File: config.mk
export PLATFORM = sky130hd
export DESIGN_NAME = esm_scan
export DESIGN_NICKNAME = d
export VERILOG_FILES = /design/src/rtl/esm_pkg.sv /design/src/rtl/esm_scan.sv
export SDC_FILE = /design/constraint.sdc
export NUM_CORES = 1
export LEC_CHECK = 0
export BUFFER_PORTS_ARGS = -buffer_cell sky130_fd_sc_hd__buf_2
export CELL_PAD_IN_SITES_DETAIL_PLACEMENT = 0
export CELL_PAD_IN_SITES_GLOBAL_PLACEMENT = 1
export CORE_UTILIZATION = 30
export CTS_CLUSTER_SIZE = 25
export DETAILED_ROUTE_END_ITERATION = 7
export PLACE_DENSITY_LB_ADDON = 0.1
export SLEW_MARGIN = 20
export SYNTH_ARGS = -nofsm -noshare
export SYNTH_HDL_FRONTEND = slang
export SYNTH_SLANG_ARGS = --single-unit
File: constraint.sdc
create_clock -name clk -period 4.45 [get_ports clk]
set_input_delay 0.445 -clock clk [delete_from_list [all_inputs] [get_ports clk]]
set_output_delay 0.445 -clock clk [all_outputs]
set_load 0.03 [all_outputs]
File: src/rtl/esm_pkg.sv
`timescale 1ns / 1ps
// ----------------------------------------------------------------------------
// esm_pkg
// shared widths, codes and types of the embedding slot swap manager
// ----------------------------------------------------------------------------
package esm_pkg;

    localparam int KEY_W      = 64;
    localparam int VER_W      = 32;
    localparam int OP_W       = 3;
    localparam int STATUS_W   = 3;
    localparam int PSLOT_W    = 12;
    localparam int CFG_W      = 13;
    localparam int CFG_IDX_W  = 1;
    localparam int S_DATA_W   = 112;
    localparam int M_DATA_W   = 80;

    localparam logic [KEY_W-1:0] KEY_INVALID = {KEY_W{1'b1}};

    localparam logic [OP_W-1:0] OP_LOOKUP = 3'd0;
    localparam logic [OP_W-1:0] OP_PLACE  = 3'd1;
    localparam logic [OP_W-1:0] OP_END    = 3'd2;
    localparam logic [OP_W-1:0] OP_REMOVE = 3'd3;
    localparam logic [OP_W-1:0] OP_GETKEY = 3'd4;

    localparam logic [STATUS_W-1:0] ST_HIT      = 3'd0;
    localparam logic [STATUS_W-1:0] ST_MISS     = 3'd1;
    localparam logic [STATUS_W-1:0] ST_PLACED   = 3'd2;
    localparam logic [STATUS_W-1:0] ST_BADKEY   = 3'd3;
    localparam logic [STATUS_W-1:0] ST_NOVICTIM = 3'd4;
    localparam logic [STATUS_W-1:0] ST_NOTFOUND = 3'd5;
    localparam logic [STATUS_W-1:0] ST_DONE     = 3'd6;

    localparam logic [CFG_IDX_W-1:0] CFG_SLOTS_USED = 1'd0;
    localparam logic [CFG_IDX_W-1:0] CFG_RES_START  = 1'd1;

    typedef enum logic [6:0] {
        S_CLEAR = 7'b0000001,
        S_IDLE  = 7'b0000010,
        S_FIND  = 7'b0000100,
        S_VIC1  = 7'b0001000,
        S_VIC2  = 7'b0010000,
        S_MOD   = 7'b0100000,
        S_FIN   = 7'b1000000
    } state_t;

    typedef enum logic [2:0] {
        K_HIT,
        K_REM,
        K_FILL,
        K_VICT,
        K_GET
    } mod_kind_t;

endpackage

File: src/rtl/esm_scan.sv
`timescale 1ns / 1ps
// ----------------------------------------------------------------------------
// esm_scan
// walks slot rows one a cycle, stops at the first key match or victim
// ----------------------------------------------------------------------------
module esm_scan #(
    parameter int SLOT_W = 12,
    parameter int CNT_W  = 13
) (
    input  logic                      clk,
    input  logic                      rst_n,
    input  logic                      start,
    input  logic [CNT_W-1:0]          from_idx,
    input  logic [CNT_W-1:0]          to_idx,
    input  logic                      by_key,
    input  logic [esm_pkg::KEY_W-1:0] key,
    input  logic [esm_pkg::VER_W-1:0] bv,
    input  logic [esm_pkg::KEY_W-1:0] cand_key,
    input  logic [esm_pkg::VER_W-1:0] cand_ver,
    output logic                      rd_en,
    output logic [SLOT_W-1:0]         rd_addr,
    output logic                      done,
    output logic                      found,
    output logic [SLOT_W-1:0]         found_idx
);

    logic              busy_reg;
    logic              pend_reg;
    logic              mode_reg;
    logic [CNT_W-1:0]  idx_reg;
    logic [CNT_W-1:0]  to_reg;
    logic [SLOT_W-1:0] pidx_reg;
    logic              done_reg;
    logic              found_reg;
    logic [SLOT_W-1:0] fidx_reg;
    logic              match;
    logic              hit;
    logic              more;

    // victim rule: newest version older than current minus one
    assign match = mode_reg ? (cand_key == key)
                            : ((bv >= 32'd2) && (cand_ver < (bv - 32'd1)));
    assign hit     = busy_reg && pend_reg && match;
    assign more    = idx_reg < to_reg;
    assign rd_en   = busy_reg && !hit && more;
    assign rd_addr = idx_reg[SLOT_W-1:0];

    assign done      = done_reg;
    assign found     = found_reg;
    assign found_idx = fidx_reg;

    always_ff @(posedge clk or negedge rst_n)
    begin
        if (!rst_n)
        begin
            busy_reg  <= 1'b0;
            pend_reg  <= 1'b0;
            mode_reg  <= 1'b0;
            idx_reg   <= '0;
            to_reg    <= '0;
            pidx_reg  <= '0;
            done_reg  <= 1'b0;
            found_reg <= 1'b0;
            fidx_reg  <= '0;
        end
        else
        begin
            done_reg <= 1'b0;
            if (start)
            begin
                busy_reg  <= 1'b1;
                pend_reg  <= 1'b0;
                idx_reg   <= from_idx;
                to_reg    <= to_idx;
                mode_reg  <= by_key;
                found_reg <= 1'b0;
            end
            else if (busy_reg)
            begin
                if (hit)
                begin
                    busy_reg  <= 1'b0;
                    pend_reg  <= 1'b0;
                    done_reg  <= 1'b1;
                    found_reg <= 1'b1;
                    fidx_reg  <= pidx_reg;
                end
                else if (more)
                begin
                    pend_reg <= 1'b1;
                    pidx_reg <= idx_reg[SLOT_W-1:0];
                    idx_reg  <= idx_reg + 1'b1;
                end
                else if (pend_reg)
                begin
                    pend_reg <= 1'b0;
                end
                else
                begin
                    busy_reg  <= 1'b0;
                    done_reg  <= 1'b1;
                    found_reg <= 1'b0;
                end
            end
        end
    end

endmodule

* Yosys cells after proc, flatten, opt, wreduce, memory -nomap -nowiden
Index checks and enable logic that the tools add are counted. Widths: inputs -> output; s select.
Cells by class: $add $sub $neg 2, $mul 0, divide/modulo/power cells 0, $lt $le $gt $ge 3, equality and inequality tests 4, shift-type cells 0, mux-type cells 24, bitwise operators 2, reductions and logical operators 12
Operator list (count):
- $eq 64x64->1 | 1
- $mux 13 | 4
- $ge 32x2->1 const B | 1
- $lt 32x32->1 | 1
- $sub 32x1->32 const B | 1
- $mux 1 | 20
- $add 13x1->13 const B | 1
- $lt 13x13->1 | 1
- $reduce_and 3->1 | 3
- $logic_and 1x1->1 | 5
- $reduce_and 4->1 | 1
- $reduce_bool 2->1 | 2
- $ne 3x2->1 const B | 1
- $ne 3x3->1 const B | 1
- $ne 2x2->1 const B | 1
- $not 1->1 | 2
- $logic_not 1->1 | 1
Word-level totals: register bits after elaboration 55, bits in latches 0, bits in writable memories 0, bits in read-only memories 0, input bits 222, output and inout port bits 27, word-level logic and storage cells 56, memories 0

* Longest topological paths before layout
Gate-level depths: netlist (run 1).
depth in word-level cells 8, depth in mapped cells 19, gate-level depth less buffers 17

* Least setup slack after synthesis (run 1)
OpenSTA, ideal clock, no wires.
path kind input port to flip-flop, start input port bv[10] (netlist bit), end register pidx_reg[0], library setup time 125 ps, arrival 4454 ps, required time 4325 ps, setup slack -129 ps, cell stages on the path 19, path buffers 3, cells stage by stage or3_1 or3_1 clkbuf_1 nor2_1 nand2_1 or3_1 nor3_1 xnor2_1 ha_1 nand4_1 nor4_1 nand2_1 a31oi_1 a311oi_1 a41o_1 buf_6 or3_4 buf_6 mux2_4
On the way: longest elaborated chain between the ends 7, elaborated cells between the ends (all ways) 8, those cells by class add/sub (1); order compare (2); mux (1); bitwise (1); reduce/logical (3)
Ends and longest elaborated chain:
- from (decl) | line esm_scan.sv:17 | input logic [esm_pkg::VER_W-1:0] bv,
- $sub 32x1->32 | line esm_scan.sv:42 | : ((bv >= 32'd2) && (cand_ver < (bv - 32'd1)));
- $lt 32x32->1 | line esm_scan.sv:42
- $logic_and 1x1->1 (*) | line esm_scan.sv:42
- $mux 1 (*) | line esm_scan.sv:41 | assign match = mode_reg ? (cand_key == key)
- $logic_and 1x1->1 (*) | line esm_scan.sv:43 | assign hit = busy_reg && pend_reg && match;
- $not 1->1 (no line) (*)
- $reduce_and 4->1 (no line) (*)
- to (signal assigned) | line esm_scan.sv:91 | pidx_reg <= idx_reg[SLOT_W-1:0];
- to (decl) | line esm_scan.sv:32 | logic [SLOT_W-1:0] pidx_reg;
Mark *: on every way between the ends. The rest lies on a longest branch, timed or not. A chain may end at the register's enable or synchronous reset.

* Final worst setup path (run 1)
start input port bv[10] (netlist bit), end output port rd_en
On the way: longest elaborated chain between the ends 8, elaborated cells between the ends (all ways) 9, those cells by class add/sub (1); order compare (2); mux (1); reduce/logical (5)
Ends and longest elaborated chain:
- $sub 32x1->32 | line esm_scan.sv:42
- $lt 32x32->1 | line esm_scan.sv:42
- $logic_and 1x1->1 (*) | line esm_scan.sv:42
- $mux 1 (*) | line esm_scan.sv:41
- $logic_and 1x1->1 (*) | line esm_scan.sv:43
- $logic_not 1->1 (*) | line esm_scan.sv:45 | assign rd_en = busy_reg && !hit && more;
- $logic_and 1x1->1 (*) (2 in a row) | line esm_scan.sv:45
- to (decl) | line esm_scan.sv:20 | output logic rd_en,
Marks and branches as above.

==> impl_metrics.env, run 1 <==
export IMPL_syn_nets=792
export IMPL_crit_chain="buf_6, or3_4, or3_4, nor2_4, nand2_2, or3_4, nor3_4, xnor2_1, ha_1, nand4_1, buf_4, nor2_2, a22oi_2, o211ai_1, a311oi_2, a41oi_2, nand3_2, inv_2, buf_6"
export IMPL_setup_viol=0
export IMPL_worst_path_most_repeated_cell="or3_4"
export IMPL_netlist_area_sq_mm=0.00476
export IMPL_htreeDepth=2
export IMPL_overflow=0
export IMPL_drt_wirelength_per_cell_um=15.2
export IMPL_path_max_fanout=3
export IMPL_crit_slowest_cell="or3_4"
export IMPL_critPathKind="primary input to output pin"
export IMPL_synth_avg_cell_area_sq_um=9.08
export IMPL_tritoncts="done"
export IMPL_track_usage_pct=18.7
export IMPL_slowest_delay_ns=0.37
export IMPL_clockBufferDepth=2
export IMPL_min_path_type="primary input to async pin"
export IMPL_die_w_um=128
export IMPL_clock_sinks=55
export IMPL_status="completed"
export IMPL_fin_util_pct=44.4
export IMPL_fp_dieArea_sq_mm=0.0164
export IMPL_syn_inst=524
export IMPL_totalWireLength_um=15400
export IMPL_maxCapViolations=0
export IMPL_placed_area_sq_mm=0.00638
export IMPL_clk_pin_slew_ns=0.08
export IMPL_place_congestion=0.807
export IMPL_drive_gt1_share_pct=44.7
export IMPL_cts_root_buf="clkbuf_16"
export IMPL_worstSkewPairLatency_ns=0.30
export IMPL_syn2layout_area_growth_pct=42.9
export IMPL_worst_r2r_cell_count=10
export IMPL_setup_tns_ns=0
export IMPL_drt_iter0_markers=190
export IMPL_rsz0062_at_grt="true"
export IMPL_hold_viol_final=0
export IMPL_power_density_mw_per_mm2=297
export IMPL_coreArea_sq_mm=0.0153
export IMPL_yosysUniqueCellTypes=49
export IMPL_fin_crit_ns=4.35
export IMPL_async_flop_share_pct=100
export IMPL_worstPathRequired_ns=4.01
export IMPL_post_place_ws_ns=-0.269
export IMPL_numCtsBuffers=5
export IMPL_ys_flop_type="dfrtp_1"
export IMPL_setup_ws_ns=0.0969
export IMPL_mostFrequentLayoutCell="buf_2"
export IMPL_yosys_warnings=0
export IMPL_dp_hpwl_um=12700
export IMPL_tightest_slew_ns=0.916
export IMPL_cts_hold_buffers=0
export IMPL_max_freq_ghz=0.230
export IMPL_p_leak_nw=3.24
export IMPL_drc_errors=0
export IMPL_postRouteAntennaNets=0
export IMPL_vias=4883
export IMPL_port_buffers=248
export IMPL_final_area_sq_mm=0.00680
export IMPL_first_global_vias=4855
export IMPL_synth_edf_count=0
export IMPL_final_cell_mix="buf_2, dfrtp_1, xnor2_1"
export IMPL_drv_slew=0
export IMPL_grt_first_pass_wirelength_um=24000
export IMPL_start_kind="primary input"
export IMPL_ir_drop_mv=0.182
export IMPL_cp_arrival_ns=3.91
export IMPL_die_y_um=128
export IMPL_finalNetCount=1068
export IMPL_initial_core_util_pct=31.1
export IMPL_grt_max_degree=56
export IMPL_seq_area_frac_synth_pct=28.9
export IMPL_post_route_period_util_pct=97.8
export IMPL_firstDrtPassIters=4
export IMPL_antenna_found_initial=1
export IMPL_slew_headroom_pct=38.4
export IMPL_viasPerCell=4.82
export IMPL_finClkSkew_ns=0.00628
export IMPL_ys_seq_elements=55
export IMPL_endpoint_kind="output pin"
export IMPL_ios=249
export IMPL_rows=45
==> power by group <==
| group | internal [mW] | total, mW | switching, mW | leakage [nW] |
|---|---|---|---|---|
| Sequential | 0.639 | 0.756 | 0.116 | 0.657 |
| Clock | 0.215 | 0.411 | 0.196 | 0.0723 |
| Combinational | 0.402 | 0.852 | 0.450 | 2.51 |
==> final timing paths <==
path / end / from / slack [ns]
max reg2reg: pidx_reg[4] / idx_reg[6] / 1.46
min in group clk: to_reg[5] / to_idx[5] / 0.35
max in group asynchronous: to_reg[7] / rst_n / 3.70
max: rd_en / bv[10] / 0.1
min: to_reg[1] / rst_n / 0.28
min reg2reg: found_idx[7] / found_idx[7] / 0.50
==> metrics by stage <==
| step | power (mW) | hold WS [ns] | cells |
|---|---|---|---|
| final | 2.02 | 0.283 | 1013 |
| after global routing | 2.16 | 0.348 | 1013 |
| after CTS | 2.02 | 0.313 | 1002 |
| after detailed placement | 1.60 | 0.492 | 993 |
| after global placement | 1.58 | 0.487 | 993 |
| after floorplan | 1.27 | 0.149 | 524 |
==> cell usage after synthesis (all sizes together), types with 2 or more instances <==
library cell / number / area, sq um
a21o: 6 / 45.0
a21oi: 22 / 110
a22oi: 4 / 30.0
a31oi: 7 / 43.8
a41o: 2 / 20.0
and2: 2 / 12.5
and3: 2 / 12.5
buf: 18 / 130
clkbuf: 6 / 22.5
dfrtp: 55 / 1380
ha: 46 / 576
inv: 21 / 78.8
mux2: 26 / 330
nand2: 43 / 161
nand2b: 3 / 18.8
nand3: 14 / 70.1
nand4: 19 / 119
nand4b: 2 / 17.5
nor2: 30 / 113
nor2b: 5 / 31.3
nor3: 15 / 80.1
nor4: 20 / 125
o211ai: 4 / 30.0
o21ai: 28 / 140
o31a: 2 / 17.5
o31ai: 2 / 15.0
or3: 13 / 91.3
or4: 3 / 26.3
xnor2: 50 / 438
xor2: 42 / 368
==> critical path, delay by kind of cell <==
family	cells	cell delay, ns
buf+inv	4	0.43
compound gates	4	0.75
simple gates	9	1.85
xor+xnor	1	0.14
fa+ha+maj	1	0.29
==> layer usage <==
metal	vias to the layer above	global-route usage [%]	wire, um
met5	-	0	0
li1	2437	-	-
met2	157	35.0	7650
met4	0	3.60	184
met1	2276	22.4	6680
met3	13	3.17	930
==> layout make-up <==
| type | instances | area [sq um] |
|---|---|---|
| Clock inverter | 3 | 27.5 |
| Timing Repair Buffer | 292 | 1610 |
| Clock buffer | 5 | 125 |
| Fill cell | 1543 | 8520 |
| Sequential cell | 55 | 1380 |
| Inverter | 21 | 78.8 |
| Antenna cell | 1 | 2.50 |
| Tap cell | 211 | 264 |
| Multi-Input combinational cell | 425 | 3310 |
==> cell families (layout without fill, tap and decap cells) <==
kind of cell	Yosys count	count (layout)	share of synthesized area, %
AND/OR/NAND/NOR	174	175	18.9
adder cells (fa/ha/maj)	46	46	12.1
buffers and inverters	45	321	4.86
flip-flops	55	55	28.9
XOR/XNOR	92	92	16.9
other	0	1	0
multiplexers	26	26	6.94
AO/OA/AOI/OAI	86	86	11.3
==> timing repair <==
action / in CTS / in global routing
pin swaps: 2 / 17
setup endpoints to repair: 1 / 34
gates cloned: 0 / 2
resized for setup: 6 / 34
setup buffers: 1 / 8
Power figures use the tool's default switching activity.
==> run 2: changes to the inputs <==
--- a/config.mk
+++ b/config.mk
@@ -5,12 +5,12 @@
 export SDC_FILE = /design/constraint.sdc
 export NUM_CORES = 1
 export LEC_CHECK = 0
-export BUFFER_PORTS_ARGS = -buffer_cell sky130_fd_sc_hd__buf_2
 export CELL_PAD_IN_SITES_DETAIL_PLACEMENT = 0
 export CELL_PAD_IN_SITES_GLOBAL_PLACEMENT = 1
-export CORE_UTILIZATION = 30
+export CORE_UTILIZATION = 42
 export CTS_CLUSTER_SIZE = 25
 export DETAILED_ROUTE_END_ITERATION = 7
+export DONT_BUFFER_PORTS = 1
 export PLACE_DENSITY_LB_ADDON = 0.1
 export SLEW_MARGIN = 20
 export SYNTH_ARGS = -nofsm -noshare
==> impl_metrics.env, run 2 (synthesis gave the netlist of run 1 again) <==
export IMPL_status="completed"
export IMPL_critPathKind="primary input to output pin"
export IMPL_clock_sinks=55
export IMPL_syn2layout_area_growth_pct=8.78
export IMPL_post_cts_setup_buffers=0
export IMPL_drc_errors=0
export IMPL_ios=249
export IMPL_dp_cells=661
export IMPL_numCtsBuffers=5
export IMPL_endpoint_kind="output pin"
export IMPL_hold_viol_final=0
export IMPL_rows=38
export IMPL_cts_root_buf="clkbuf_16"
export IMPL_cp_arrival_ns=3.73
export IMPL_die_y_um=108
export IMPL_die_w_um=108
export IMPL_antenna_found_initial=0
export IMPL_min_path_type="primary input to async pin"
export IMPL_mostFrequentLayoutCell="dfrtp_1"
export IMPL_place_congestion=0.875
export IMPL_tightest_slew_ns=0.796
export IMPL_fin_util_pct=47.3
export IMPL_final_cell_mix="dfrtp_1, xnor2_1, ha_1"
export IMPL_rsz0062_at_grt="false"
export IMPL_setup_ws_ns=0.272
export IMPL_power_mw=1.81
export IMPL_finClkSkew_ns=0.00645
export IMPL_final_cells=670
export IMPL_power_density_mw_per_mm2=349
export IMPL_post_route_period_util_pct=93.9
export IMPL_fp_dieArea_sq_mm=0.0118
export IMPL_finalNetCount=797
export IMPL_initial_core_util_pct=43.5
export IMPL_diodes=0
export IMPL_fillers=1064
export IMPL_fin_crit_ns=4.18
export IMPL_p_leak_nw=2.13
export IMPL_port_buffers=0
export IMPL_grt_max_degree=56
export IMPL_coreArea_sq_mm=0.0109
export IMPL_clk_pin_slew_ns=0.08
export IMPL_drt_iter0_markers=209
export IMPL_overflow=0
export IMPL_tritoncts="done"
export IMPL_totalWireLength_um=13200
export IMPL_start_kind="primary input"
export IMPL_vias=3834
export IMPL_worstPathRequired_ns=4.01
export IMPL_dp_hpwl_um=11000
export IMPL_drv_slew=0
export IMPL_clockBufferDepth=2
export IMPL_setup_viol=0
export IMPL_drt_wirelength_per_cell_um=19.7
export IMPL_ir_drop_mv=0.216
export IMPL_postRouteAntennaNets=0
export IMPL_firstDrtPassIters=6
export IMPL_max_freq_ghz=0.239
export IMPL_htreeDepth=2
export IMPL_viasPerCell=5.72
export IMPL_grt_first_pass_wirelength_um=20200
export IMPL_maxCapViolations=0
export IMPL_worstSkewPairLatency_ns=0.30
export IMPL_slew_headroom_pct=46.4
export IMPL_path_max_fanout=5
export IMPL_drive_gt1_share_pct=13.2
export IMPL_post_place_ws_ns=-0.0450
export IMPL_track_usage_pct=22.7
export IMPL_first_global_vias=3862
run 2: area by class of cell:
type / instances / area [sq um] / share of cell area (%)
inverters: 21 / 81.3 / 1.57
well taps: 140 / 175 / 3.38
multi-input cells: 424 / 3190 / 61.6
clock inverters: 3 / 33.8 / 0.653
flip-flops and latches: 55 / 1380 / 26.6
clock buffers: 5 / 125 / 2.42
repair buffers: 22 / 198 / 3.82
run 2: path summary, 6_finish.rpt:
check	startpoint	cells past startpoint	to	slack, ns
max	bv[10]	18	rd_en	0.27
min	rst_n	1	pidx_reg[0]	0.01
max reg2reg	idx_reg[10]	10	pidx_reg[6]	1.47
min reg2reg	pidx_reg[9]	1	pidx_reg[9]	0.52
max in group asynchronous	rst_n	1	to_reg[10]	4.22
min in group clk	start	1	pend_reg	0.23
run 2: worst max-delay path, cell delays in order:
cell	delay, ns
or3_1	0.38
or3_1	0.36
buf_4	0.17
nor2_1	0.12
nand2_1	0.14
buf_4	0.17
nor3_1	0.20
xnor2_1	0.11
ha_1	0.29
nand2_1	0.10
nor4_2	0.25
nand2_1	0.09
a31oi_1	0.20
a311oi_2	0.08
buf_4	0.17
a41oi_2	0.18
nand3_2	0.14
inv_4	0.14
run 2: where the power goes:
group          switching (mW)  internal, mW
Sequential              0.273         0.637
Clock                   0.198         0.218
Combinational           0.211         0.272
run 2: what timing repair did:
| action | in CTS | in global routing |
|---|---|---|
| resized for setup | 2 | 5 |
| pin swaps | 0 | 1 |
| endpoints found under the setup margin | 1 | 1 |
| hold buffers | 1 | 0 |
| hold endpoints to repair | 55 | 0 |
run 2: through the flow:
step                setup TNS [ns]  area, sq um  hold slack, ns
floorplan                        0         4770           0.149
finish                           0         5180         0.00961
detailed placement         -0.0919         4970           0.151
global route                     0         5180          0.0174
CTS                              0         5160          0.0120
global placement                 0         4970           0.151
run 2: metal layers:
layer | wire length, um | track usage, % | up-vias
li1 | - | - | 1889
met1 | 5770 | 29.2 | 1795
met2 | 6210 | 38.2 | 141
met3 | 1180 | 7.11 | 9
met4 | 63 | 3.09 | 0
met5 | 0 | 0 | -
